File: src/rtl/bdsl_pkg.sv
// bdsl_pkg: shared types, register codes and reset values for the button
// debounce unit with short and long press detection.
// No dependencies; every rtl file imports it.
package bdsl_pkg;

   // default sizes handed to the top-level parameters
   localparam int NUM_BUTTONS_DEF = 5;
   localparam int TIME_BITS_DEF   = 32;

   // fixed field widths
   localparam int PIN_BITS   = 5;
   localparam int FILT_BITS  = 16;
   localparam int IDLE_BITS  = 32;
   localparam int CSR_DATA_W = 32;
   localparam int CSR_ADDR_W = 5;
   localparam int REG_IDX_W  = 3;

   // register indexes (byte address = 4 * index)
   localparam logic [REG_IDX_W-1:0] REG_FILTER_TICKS = 3'd0;
   localparam logic [REG_IDX_W-1:0] REG_LONG_TICKS   = 3'd1;
   localparam logic [REG_IDX_W-1:0] REG_SHORT_ENABLE = 3'd2;
   localparam logic [REG_IDX_W-1:0] REG_LONG_ENABLE  = 3'd3;
   localparam logic [REG_IDX_W-1:0] REG_IDLE_LIMIT   = 3'd4;

   // register reset values
   localparam logic [FILT_BITS-1:0] FILTER_TICKS_RST = 16'd50;
   localparam logic [FILT_BITS-1:0] LONG_TICKS_RST   = 16'd1000;
   localparam logic [PIN_BITS-1:0]  SHORT_ENABLE_RST = 5'd31;
   localparam logic [PIN_BITS-1:0]  LONG_ENABLE_RST  = 5'd0;
   localparam logic [IDLE_BITS-1:0] IDLE_LIMIT_RST   = 32'd0;

   // input item
   typedef struct packed {
      logic [PIN_BITS-1:0] pin_levels;
      logic                arm_hold;
   } req_type;

   // result item
   typedef struct packed {
      logic [PIN_BITS-1:0] short_events;
      logic [PIN_BITS-1:0] long_events;
      logic                hold_fire;
      logic                active;
      logic                any_pressed;
   } rsp_type;

   // configuration register set
   typedef struct packed {
      logic [FILT_BITS-1:0] filter_ticks;
      logic [FILT_BITS-1:0] long_ticks;
      logic [PIN_BITS-1:0]  short_enable;
      logic [PIN_BITS-1:0]  long_enable;
      logic [IDLE_BITS-1:0] idle_limit;
   } cfg_type;

   // what one button lane reports for the current item
   typedef struct packed {
      logic short_evt;
      logic long_evt;
      logic changed;
      logic pushed;
   } lane_status_type;

endpackage

File: src/rtl/bdsl_csr.sv
// bdsl_csr: APB-style configuration registers of the debounce unit.
// Depends on bdsl_pkg.
module bdsl_csr
   import bdsl_pkg::*;
(
   input  logic                  clock,
   input  logic                  reset,
   input  logic                  csr_psel,
   input  logic                  csr_penable,
   input  logic                  csr_pwrite,
   input  logic [CSR_ADDR_W-1:0] csr_paddr,
   input  logic [CSR_DATA_W-1:0] csr_pwdata,
   output logic [CSR_DATA_W-1:0] csr_prdata,
   output logic                  csr_pready,
   output cfg_type               cfg
);

   cfg_type              cfg_ff;
   cfg_type              cfg_in;
   logic [REG_IDX_W-1:0] reg_idx;
   logic                 wr_en;

   assign csr_pready = 1'b1;
   assign reg_idx    = csr_paddr[CSR_ADDR_W-1:2];
   assign wr_en      = csr_psel & csr_penable & csr_pwrite;
   assign cfg        = cfg_ff;

   // register write decode, writes past the last register are dropped
   always_comb begin
      cfg_in = cfg_ff;
      if (wr_en) begin
         case (reg_idx)
            REG_FILTER_TICKS: cfg_in.filter_ticks = csr_pwdata[FILT_BITS-1:0];
            REG_LONG_TICKS:   cfg_in.long_ticks   = csr_pwdata[FILT_BITS-1:0];
            REG_SHORT_ENABLE: cfg_in.short_enable = csr_pwdata[PIN_BITS-1:0];
            REG_LONG_ENABLE:  cfg_in.long_enable  = csr_pwdata[PIN_BITS-1:0];
            REG_IDLE_LIMIT:   cfg_in.idle_limit   = csr_pwdata[IDLE_BITS-1:0];
            default:          cfg_in = cfg_ff;
         endcase
      end
   end

   always_ff @(posedge clock) begin
      if (reset) begin
         cfg_ff.filter_ticks <= FILTER_TICKS_RST;
         cfg_ff.long_ticks   <= LONG_TICKS_RST;
         cfg_ff.short_enable <= SHORT_ENABLE_RST;
         cfg_ff.long_enable  <= LONG_ENABLE_RST;
         cfg_ff.idle_limit   <= IDLE_LIMIT_RST;
      end else begin
         cfg_ff <= cfg_in;
      end
   end

   // read back
   always_comb begin
      case (reg_idx)
         REG_FILTER_TICKS: csr_prdata = CSR_DATA_W'(cfg_ff.filter_ticks);
         REG_LONG_TICKS:   csr_prdata = CSR_DATA_W'(cfg_ff.long_ticks);
         REG_SHORT_ENABLE: csr_prdata = CSR_DATA_W'(cfg_ff.short_enable);
         REG_LONG_ENABLE:  csr_prdata = CSR_DATA_W'(cfg_ff.long_enable);
         REG_IDLE_LIMIT:   csr_prdata = CSR_DATA_W'(cfg_ff.idle_limit);
         default:          csr_prdata = '0;
      endcase
   end

endmodule

File: src/rtl/bdsl_lane.sv
// bdsl_lane: debounce and short/long press detection for one button.
// Depends on bdsl_pkg; one copy per button under the top level.
module bdsl_lane
   import bdsl_pkg::*;
#(
   parameter int TIME_BITS = TIME_BITS_DEF
) (
   input  logic                 clock,
   input  logic                 reset,
   input  logic                 step,
   input  logic                 level,
   input  logic                 short_en,
   input  logic                 long_en,
   input  logic [TIME_BITS-1:0] tm,
   input  logic [FILT_BITS-1:0] filter_ticks,
   input  logic [FILT_BITS-1:0] long_ticks,
   output lane_status_type      status
);

   logic                 last_level_ff, last_level_in;
   logic [TIME_BITS-1:0] change_time_ff, change_time_in;
   logic [TIME_BITS-1:0] press_time_ff, press_time_in;
   logic                 press_valid_ff, press_valid_in;
   logic                 event_done_ff, event_done_in;

   logic                 changed;
   logic                 pushed;
   logic [TIME_BITS-1:0] since_change;
   logic [TIME_BITS-1:0] since_press;
   logic                 filter_ok;
   logic                 long_ok;
   logic                 just_pressed;
   logic                 done_mid;
   logic                 valid_mid;
   logic                 short_evt;
   logic                 long_evt;

   assign changed = level ^ last_level_ff;
   assign pushed  = ~level;

   // elapsed times wrap at the time width
   assign since_change = tm - change_time_ff;
   assign since_press  = tm - press_time_ff;
   assign filter_ok    = since_change > TIME_BITS'(filter_ticks);
   assign long_ok      = since_press > TIME_BITS'(long_ticks);

   // filtered press and release
   always_comb begin
      last_level_in  = last_level_ff;
      change_time_in = change_time_ff;
      press_time_in  = press_time_ff;
      valid_mid      = press_valid_ff;
      done_mid       = event_done_ff;
      just_pressed   = 1'b0;
      short_evt      = 1'b0;
      if (changed) begin
         last_level_in  = level;
         change_time_in = tm;
         if (pushed && filter_ok) begin
            press_time_in = tm;
            valid_mid     = 1'b1;
            just_pressed  = 1'b1;
            if (!event_done_ff && short_en && !long_en) begin
               short_evt = 1'b1;
               done_mid  = 1'b1;
            end
         end
      end else if (!pushed && press_valid_ff && filter_ok) begin
         if (!event_done_ff && short_en && long_en) begin
            short_evt = 1'b1;
         end
         valid_mid = 1'b0;
         done_mid  = 1'b0;
      end
   end

   // long press; a press taken on this tick has zero elapsed time
   assign long_evt = !done_mid && long_en && pushed && valid_mid && !just_pressed && long_ok;

   assign press_valid_in = valid_mid;
   assign event_done_in  = done_mid | long_evt;

   always_ff @(posedge clock) begin
      if (reset) begin
         last_level_ff  <= 1'b1;
         change_time_ff <= '0;
         press_time_ff  <= '0;
         press_valid_ff <= 1'b0;
         event_done_ff  <= 1'b0;
      end else if (step) begin
         last_level_ff  <= last_level_in;
         change_time_ff <= change_time_in;
         press_time_ff  <= press_time_in;
         press_valid_ff <= press_valid_in;
         event_done_ff  <= event_done_in;
      end
   end

   assign status.short_evt = short_evt;
   assign status.long_evt  = long_evt;
   assign status.changed   = changed;
   assign status.pushed    = pushed;

endmodule

File: src/rtl/bdsl_merge.sv
// bdsl_merge: tick counter, idle counter and hold repeat, merging of the
// lane results and the output register with the channel handshake.
// Depends on bdsl_pkg; consumes the status of every bdsl_lane.
module bdsl_merge
   import bdsl_pkg::*;
#(
   parameter int NUM_BUTTONS = NUM_BUTTONS_DEF,
   parameter int TIME_BITS   = TIME_BITS_DEF
) (
   input  logic                              clock,
   input  logic                              reset,
   input  logic                              req_valid,
   output logic                              req_stall,
   input  req_type                           req_data,
   output logic                              rsp_valid,
   input  logic                              rsp_stall,
   output rsp_type                           rsp_data,
   input  cfg_type                           cfg,
   input  lane_status_type [NUM_BUTTONS-1:0] lane_status,
   output logic                              step,
   output logic [TIME_BITS-1:0]              tm
);

   logic [TIME_BITS-1:0] now_ticks_ff;
   logic [IDLE_BITS-1:0] idle_count_ff, idle_count_in;
   logic                 hold_armed_ff, hold_armed_in;
   logic                 rsp_valid_ff, rsp_valid_in;
   rsp_type              rsp_data_ff, rsp_data_in;

   logic                 any_change;
   logic                 any_pushed;
   logic [IDLE_BITS-1:0] idle_bumped;
   logic [PIN_BITS-1:0]  shorts;
   logic [PIN_BITS-1:0]  longs;

   // one-deep output register: accept whenever it is free or being emptied
   assign req_stall = rsp_valid_ff & rsp_stall;
   assign step      = req_valid & ~req_stall;
   assign tm        = now_ticks_ff + TIME_BITS'(1);

   // combine the lanes
   always_comb begin
      any_change = 1'b0;
      any_pushed = 1'b0;
      for (int k = 0; k < NUM_BUTTONS; k++) begin
         any_change = any_change | lane_status[k].changed;
         any_pushed = any_pushed | lane_status[k].pushed;
      end
   end

   // event bits of buttons past the field width are dropped
   for (genvar k = 0; k < PIN_BITS; k++) begin : g_evt
      if (k < NUM_BUTTONS) begin : g_on
         assign shorts[k] = lane_status[k].short_evt;
         assign longs[k]  = lane_status[k].long_evt;
      end else begin : g_off
         assign shorts[k] = 1'b0;
         assign longs[k]  = 1'b0;
      end
   end

   // idle counter saturates and holds while the hold repeat is armed; any raw change restarts it
   assign idle_bumped   = (hold_armed_ff || (&idle_count_ff)) ? idle_count_ff
                                                              : idle_count_ff + IDLE_BITS'(1);
   assign idle_count_in = any_change ? '0 : idle_bumped;

   // hold repeat: cleared by a raw change, armed only while a pin is pressed
   assign hold_armed_in = (hold_armed_ff & ~any_change) | (req_data.arm_hold & any_pushed);

   // result of this item
   always_comb begin
      rsp_data_in.short_events = shorts;
      rsp_data_in.long_events  = longs;
      rsp_data_in.hold_fire    = hold_armed_ff;
      rsp_data_in.active       = idle_count_in <= cfg.idle_limit;
      rsp_data_in.any_pressed  = any_pushed;
   end

   always_comb begin
      if (step) begin
         rsp_valid_in = 1'b1;
      end else if (!rsp_stall) begin
         rsp_valid_in = 1'b0;
      end else begin
         rsp_valid_in = rsp_valid_ff;
      end
   end

   always_ff @(posedge clock) begin
      if (reset) begin
         now_ticks_ff  <= '0;
         idle_count_ff <= '0;
         hold_armed_ff <= 1'b0;
         rsp_valid_ff  <= 1'b0;
      end else begin
         rsp_valid_ff <= rsp_valid_in;
         if (step) begin
            now_ticks_ff  <= tm;
            idle_count_ff <= idle_count_in;
            hold_armed_ff <= hold_armed_in;
         end
      end
   end

   // payload register
   always_ff @(posedge clock) begin
      if (step) begin
         rsp_data_ff <= rsp_data_in;
      end
   end

   assign rsp_valid = rsp_valid_ff;
   assign rsp_data  = rsp_data_ff;

endmodule

File: src/rtl/button_debounce_short_long_press_unit.sv
// Button debounce unit with short and long press detection, one item per
// millisecond tick carrying the raw active-low pins of the buttons in the pin field.
// Depends on bdsl_pkg, bdsl_csr, bdsl_lane and bdsl_merge.
//
// Each accepted item advances the tick counter and is filtered by one lane per
// button, all lanes working side by side; the merge stage folds their results
// into the idle counter, the hold-repeat flag and one result item. The unit
// accepts one item every cycle unless a stalled result fills its single
// output register, which holds back the next item only while it waits. There
// is no clearing pass after reset. Registers are to be written through the
// csr port while no item is in flight; the block itself does not enforce it.
module button_debounce_short_long_press_unit
   import bdsl_pkg::*;
#(
   parameter int NUM_BUTTONS = NUM_BUTTONS_DEF,
   parameter int TIME_BITS   = TIME_BITS_DEF
) (
   input  logic                  clock,
   input  logic                  reset,
   input  logic                  req_valid,
   output logic                  req_stall,
   input  req_type               req_data,
   output logic                  rsp_valid,
   input  logic                  rsp_stall,
   output rsp_type               rsp_data,
   input  logic                  csr_psel,
   input  logic                  csr_penable,
   input  logic                  csr_pwrite,
   input  logic [CSR_ADDR_W-1:0] csr_paddr,
   input  logic [CSR_DATA_W-1:0] csr_pwdata,
   output logic [CSR_DATA_W-1:0] csr_prdata,
   output logic                  csr_pready
);

   cfg_type                           cfg;
   lane_status_type [NUM_BUTTONS-1:0] lane_status;
   logic                              step;
   logic [TIME_BITS-1:0]              tm;

   // configuration registers
   bdsl_csr u_csr (
      .clock       (clock),
      .reset       (reset),
      .csr_psel    (csr_psel),
      .csr_penable (csr_penable),
      .csr_pwrite  (csr_pwrite),
      .csr_paddr   (csr_paddr),
      .csr_pwdata  (csr_pwdata),
      .csr_prdata  (csr_prdata),
      .csr_pready  (csr_pready),
      .cfg         (cfg)
   );

   // one lane per button; buttons past the pin field read as pressed
   for (genvar i = 0; i < NUM_BUTTONS; i++) begin : g_lane
      logic level;
      logic short_en;
      logic long_en;

      if (i < PIN_BITS) begin : g_pin
         assign level    = req_data.pin_levels[i];
         assign short_en = cfg.short_enable[i];
         assign long_en  = cfg.long_enable[i];
      end else begin : g_extra
         assign level    = 1'b0;
         assign short_en = 1'b0;
         assign long_en  = 1'b0;
      end

      bdsl_lane #(
         .TIME_BITS (TIME_BITS)
      ) u_lane (
         .clock        (clock),
         .reset        (reset),
         .step         (step),
         .level        (level),
         .short_en     (short_en),
         .long_en      (long_en),
         .tm           (tm),
         .filter_ticks (cfg.filter_ticks),
         .long_ticks   (cfg.long_ticks),
         .status       (lane_status[i])
      );
   end

   // global state, merging and output register
   bdsl_merge #(
      .NUM_BUTTONS (NUM_BUTTONS),
      .TIME_BITS   (TIME_BITS)
   ) u_merge (
      .clock       (clock),
      .reset       (reset),
      .req_valid   (req_valid),
      .req_stall   (req_stall),
      .req_data    (req_data),
      .rsp_valid   (rsp_valid),
      .rsp_stall   (rsp_stall),
      .rsp_data    (rsp_data),
      .cfg         (cfg),
      .lane_status (lane_status),
      .step        (step),
      .tm          (tm)
   );

endmodule

File: config.mk
export PLATFORM = sky130hd
export DESIGN_NAME = button_debounce_short_long_press_unit
export DESIGN_NICKNAME = d
export VERILOG_FILES = /design/src/rtl/bdsl_pkg.sv /design/src/rtl/bdsl_csr.sv /design/src/rtl/bdsl_lane.sv /design/src/rtl/bdsl_merge.sv /design/src/rtl/button_debounce_short_long_press_unit.sv
export SDC_FILE = /design/constraint.sdc
export NUM_CORES = 2
export LEC_CHECK = 0
export BUFFER_PORTS_ARGS = -buffer_cell sky130_fd_sc_hd__buf_2
export CORE_UTILIZATION = 45
export CTS_CLUSTER_SIZE = 40
export DETAILED_ROUTE_END_ITERATION = 12
export SLEW_MARGIN = 20
export SYNTH_ARGS = -nofsm -noshare
export SYNTH_HDL_FRONTEND = slang
export SYNTH_HIERARCHICAL = 1
export SYNTH_SLANG_ARGS = --single-unit
File: constraint.sdc
create_clock -name clock -period 11.35 [get_ports clock]
set_input_delay 2.27 -clock clock [delete_from_list [all_inputs] [get_ports clock]]
set_output_delay 2.27 -clock clock [all_outputs]
set_load 0.01 [all_outputs]
Yosys cells after proc, flatten, opt, wreduce, memory -nomap -nowiden
Index checks and enable logic that the tools add are counted.

Bits in registers: 488. Input bits: 50. Output and inout port bits: 48. Word-level logic and storage cells: 267.

$add $sub $neg: 12. Magnitude comparators: 11. Eq/ne operators: 5. Muxes and demuxes: 75. Bitwise operators: 32. Reduce and logical (&&, ||, !) cells: 93.

Operators by type and width (number): 32-bit by 16-bit > comparator with 1-bit output (10); 32-bit subtractor (10); 32-bit one-hot mux with 5 select lines (1); 1-bit 2-to-1 mux (72); 32-bit by 1-bit adder with 32-bit output (second input constant) (2); 32-bit 2-to-1 mux (2); 1-bit logical AND (55); 32-bit less-or-equal comparator (1); 32-bit AND reduction (1); 1-bit logical NOT (20); 2-bit AND reduction (10); 3-bit AND reduction (5); 1-bit OR (14); 1-bit inverter (7); 1-bit bitwise AND (6); 3-bit by 2-bit equality test with 1-bit output (second input constant) (2); 1-bit bitwise XOR (5); 3-bit by 1-bit equality test with 1-bit output (second input constant) (1); 3-bit equality test (second input constant) (1); 3-bit logical NOT (1); 2-bit by 1-bit != test with 1-bit output (second input constant) (1); 1-bit logical OR (1).

Logic depth before layout (Yosys ltp)
Word-level depth: 13. Mapped depth: 28. Gate-level depth less buffers: 25.

By module
The synthesis kept the hierarchy.

Modules (own cells, without submodules): bdsl_lane at g_lane[0].u_lane ... (times used 4, cells an instance 967, area each 7105.6 µm², seq. area each 1341.3 µm²); bdsl_lane at g_lane[1].u_lane (times used 1, cells an instance 1005, area each 7225.7 µm², seq. area each 1341.3 µm²); bdsl_merge (times used 1, cells an instance 710, area each 5527.8 µm², seq. area each 1711.6 µm²); bdsl_csr (times used 1, cells an instance 442, area each 3747.3 µm², seq. area each 1481.4 µm²).

Least setup slack after synthesis
Ideal clock, no wire load.

Path type: reg-to-reg. Start point: reg u_merge.now_ticks_ff[0]. End point: reg g_lane[1].u_lane.press_time_ff[31]. Setup time: 0.128 ns. Arrival: 5.936 ns. Required time: 11.222 ns. Setup slack: 5.287 ns. Stages on the path, launching flop included: 28. Path buffers: 3. Clock period less this slack: 6.063 ns. Path through: dfxtp_1 > ha_1 > nand3_1 > or2_2 > nor2_1 > xor2_1 > ha_1 > buf_2 > a21oi_1 > o21ai_0 > a21oi_1 > o21ai_0 > a21o_1 > a21oi_1 > xnor2_1 > ha_1 > a21oi_1 > o21ai_0 > or4_1 > a32oi_1 > o211ai_1 > nor4_1 > nand4_1 > and3_1 > buf_2 > buf_6 > mux2i_1 > nor2_1.

Longest elaborated chain between the ends: 5.

RTL lines: start: declaration (RTL line bdsl_merge.sv:24) `logic [TIME_BITS-1:0] now_ticks_ff;`; start signal: assignment (RTL line bdsl_merge.sv:98) `now_ticks_ff <= tm;`; 32-bit by 1-bit adder with 32-bit output (RTL line bdsl_merge.sv:39) `assign tm = now_ticks_ff + TIME_BITS'(1);`; net tm[10] (RTL line button_debounce_short_long_press_unit.sv:38) `logic [TIME_BITS-1:0] tm;`; 32-bit subtractor (RTL line bdsl_lane.sv:42) `assign since_change = tm - change_time_ff;`; 32-bit by 16-bit > comparator with 1-bit output (RTL line bdsl_lane.sv:44) `assign filter_ok = since_change > TIME_BITS'(filter_ticks);`; 1-bit logical AND (RTL line bdsl_lane.sv:59) `if (pushed && filter_ok) begin`; 3-bit AND reduction (no line); end signal: assignment (RTL line bdsl_lane.sv:93) `press_time_ff <= press_time_in;`; end: declaration (RTL line bdsl_lane.sv:22) `logic [TIME_BITS-1:0] press_time_ff, press_time_in;`.

The timed path passes the listed nets, and every way through them passes these cells. A chain may end at the register's enable or synchronous reset.

==> metrics.txt <==
asr flop ratio synth 0%; Longest Clk Path Bufs 3; most frequent CP cell nor2_1; clk_skew between 0.02 and 0.03 ns; final wirelength about 140000 um; Crit Path Category register to register; Startpoint Class register; Reg-to-Reg Start u_merge/now_ticks_ff[2]; site row count 115; hold_buf cts 0; Filler cells 9831; Critical Path Fanout Max 14; Final min period roughly 7.6 ns; final setup vio count 0; number of synthesized flops with an enable pin 13; synthesized area per cell approximately 7.5 um^2; Synth top cells by count nand2_1, inv_1, a21oi_1, ha_1, nor2_1; dominant cells by area after synthesis dfxtp_1, ha_1, a21oi_1, nand2_1, mux2i_1; Layout Nets roughly 6600; initial antenna violation count 5; FF-to-FF End g_lane[0].u_lane/event_done_ff; Synthesis Warnings 6; Syn Nets 6589; PortBufs 94; worst-margin pin slew 1.18 ns; max incr delay on CP approximately 0.71 ns; Rel. slew slack a little over a fifth; GPL Wtd Cong about 0.95; share of cells above drive strength 1 approximately 6.7%; worst hold stages 2; drt wl/cell a little under 20 um; Hold Fails Final Rpt 0; Maximum Capacitance Violations 0; ANT nets after route 0; I/O pin count between 90 and 100; CTS sink cnt about 490; Main synth FF type dfxtp_1; pwr dens roughly 100 nW/um^2; Tot GR Track Use 27.3%; initial DRC count between 3000 and 4000; Die Span X ~320 um; post-synth top area cell dfxtp_1; total negative slack 0 ns; Core Region slightly below 100000 um^2; total power draw 5.09 mW; critical path arrival slightly above 8 ns; Hold Path End g_lane[0].u_lane/change_time_ff[30]; Distinct cells, synth 110; Mapped Area roughly 45000 um^2; r2r setup slk about 3.7 ns; Worst Min Path Start g_lane[0].u_lane/change_time_ff[30]; Initial Utilization ~46%; status finished, final reports clean; root buffer cell clkbuf_16; post-CTS repair timing setup buffer count 0; post-synth top area share 21.2%; via count about 43000; period utilisation layout around two thirds; Via-to-Cell Ratio between 5 and 6; DRC Markers 0; vias in the first global route 38671; f_max between 0.1 and 0.15 GHz; worst path required time about 12 ns; 1st-pass router iterations 6; DP Wirelength 104000 um; Die Area around 100000 um^2; CTS tree built; Die Span Y ~320 um; H-tree depth 3; cts bufs inserted 66; first-pass GRT wire length around 220000 um; clock latency on the worst-skew pair 0.63 ns; RSZ-0062 raised after global routing no; largest net degree at the start of global routing 154; min-delay worst type register to register; R2R depth 23; leak pwr 21.2 nW; fin worst setup slack 3.72 ns; Cells after Synth ~6000; GRT overflow 0; post-CTS resize count 0; pre-CTS setup slack approximately 3.9 ns; Worst-path clk slew ~0.060 ns; Slew Limit Fails 0; CP Capture Type register; Yosys reg bits a little under 500; area grow syn2layout 8.67%; post-synthesis sequential area ratio roughly 22%; maximum vdd drop approximately 0.00008 V; CP max stage cell o31ai_1; critical-path cell list nand3_1 > or2_2 > nor2_1 > and3_1 > xor2_4 > buf_4 > ha_1 > a21oi_1 > o221ai_1 > nor2_1 > xnor2_1 > ha_1 > nand4_1 > nor2_1 > a221o_1 > o31ai_1 > o211ai_1 > a21oi_1 > o2111ai_1 > nor3_1 > a22o_1 > a21boi_1 > a311o_1; count leader, synth nand2_1
## how the worst max path moves through the flow
stage                                        from                                  to  depth (start not counted)
after detailed placement  u_merge/now_ticks_ff[2]  g_lane[1].u_lane/press_time_ff[13]                         25
after floorplan           u_merge/now_ticks_ff[0]  g_lane[1].u_lane/press_time_ff[31]                         27
after global routing      u_merge/now_ticks_ff[2]   g_lane[1].u_lane/press_time_ff[6]                         25
after global placement    u_merge/now_ticks_ff[2]      g_lane[4].u_lane/event_done_ff                         22
final                     u_merge/now_ticks_ff[2]      g_lane[0].u_lane/event_done_ff                         23
after CTS                 u_merge/now_ticks_ff[2]  g_lane[1].u_lane/press_time_ff[13]                         25
## per-layer routing
metal	routed length [um]	vias up	share of wire, %	track usage, %
met2	63500	1091	45	43.9
met3	7780	184	5.5	3.01
met1	67100	20019	47	38.1
met5	13	-	0.0091	0
met4	3830	2	2.7	8.09
li1	-	21207	-	-
## power breakdown
part	internal, mW	switching, mW	total (mW)
Combinational	0.511	0.734	1.24
Clock	1.25	0.843	2.09
Sequential	1.74	0.0174	1.76
Total	3.50	1.59	5.09
## layout make-up
| type | instances | area, um^2 | area share (%) |
|---|---|---|---|
| clock inverter | 18 | 139 | 0.284 |
| inverter | 609 | 2290 | 4.68 |
| timing repair buffer | 179 | 1120 | 2.29 |
| multi-input combinational | 4672 | 31800 | 65.0 |
| antenna | 1 | 2.50 | 0.00513 |
| sequential | 488 | 9900 | 20.3 |
| tap | 1287 | 1610 | 3.30 |
| clock buffer | 96 | 2010 | 4.11 |
## through the flow
stage	area [um^2]	util, %	cells	hold slack [ns]
2_1_floorplan	44900	-	6025	0.436
3_3_place_gp	46700	47.3	7235	0.442
3_5_place_dp	46700	47.3	7235	0.447
4_1_cts	48800	49.5	7349	0.454
5_1_grt	48800	49.5	7349	0.464
6_report	48800	49.5	7350	0.452
## state kept, by name, indices dropped and copies added, names as in the netlist
signal	cells
g_lane.u_lane/change_time_ff	160
g_lane.u_lane/press_time_ff	160
u_csr/cfg	74
u_merge/idle_count_ff	32
u_merge/now_ticks_ff	32
u_merge/rsp_data	13
g_lane.u_lane/event_done_ff	5
g_lane.u_lane/last_level_ff	5
g_lane.u_lane/press_valid_ff	5
u_merge/hold_armed_ff	1
u_merge/rsp_valid	1
## critical path, delay by kind of cell (launching register included)
kind | cells | cell delay [ns]
simple gates | 8 | 2.27
xor+xnor | 2 | 0.62
compound gates | 10 | 3.20
fa+ha+maj | 2 | 0.65
flops | 1 | 0.45
buf+inv | 1 | 0.37
## logic make-up after synthesis
logic type      count (synthesis)  synth area share [%]
simple gates                 2048                  22.3
compound gates               1597                  22.5
buf+inv                       865                  8.03
fa+ha+maj                     514                  14.5
flops                         488                  22.0
xor+xnor                      275                  5.36
mux                           237                  5.29
other cells                     1               0.00835
## cells in the final DEF (no fill, tap or decap), types with 21 or more instances in the layout
cell,count
a211oi_1,28
a21o_1,115
a21oi_1,579
a31oi_1,49
and2_1,49
and3_1,29
and4_1,21
buf_2,93
buf_4,85
clkbuf_16,69
dfxtp_1,475
ha_1,503
inv_1,608
mux2i_1,235
nand2_1,681
nand2b_1,103
nand3_1,144
nand4_1,118
nor2_1,503
nor2b_1,91
nor3_1,85
nor4_1,48
o211ai_1,79
o21a_1,69
o21ai_0,331
o21ai_1,29
o31ai_1,35
or3_1,43
xnor2_1,119
xor2_1,126
No activity file was read; power rests on OpenSTA's default activity.
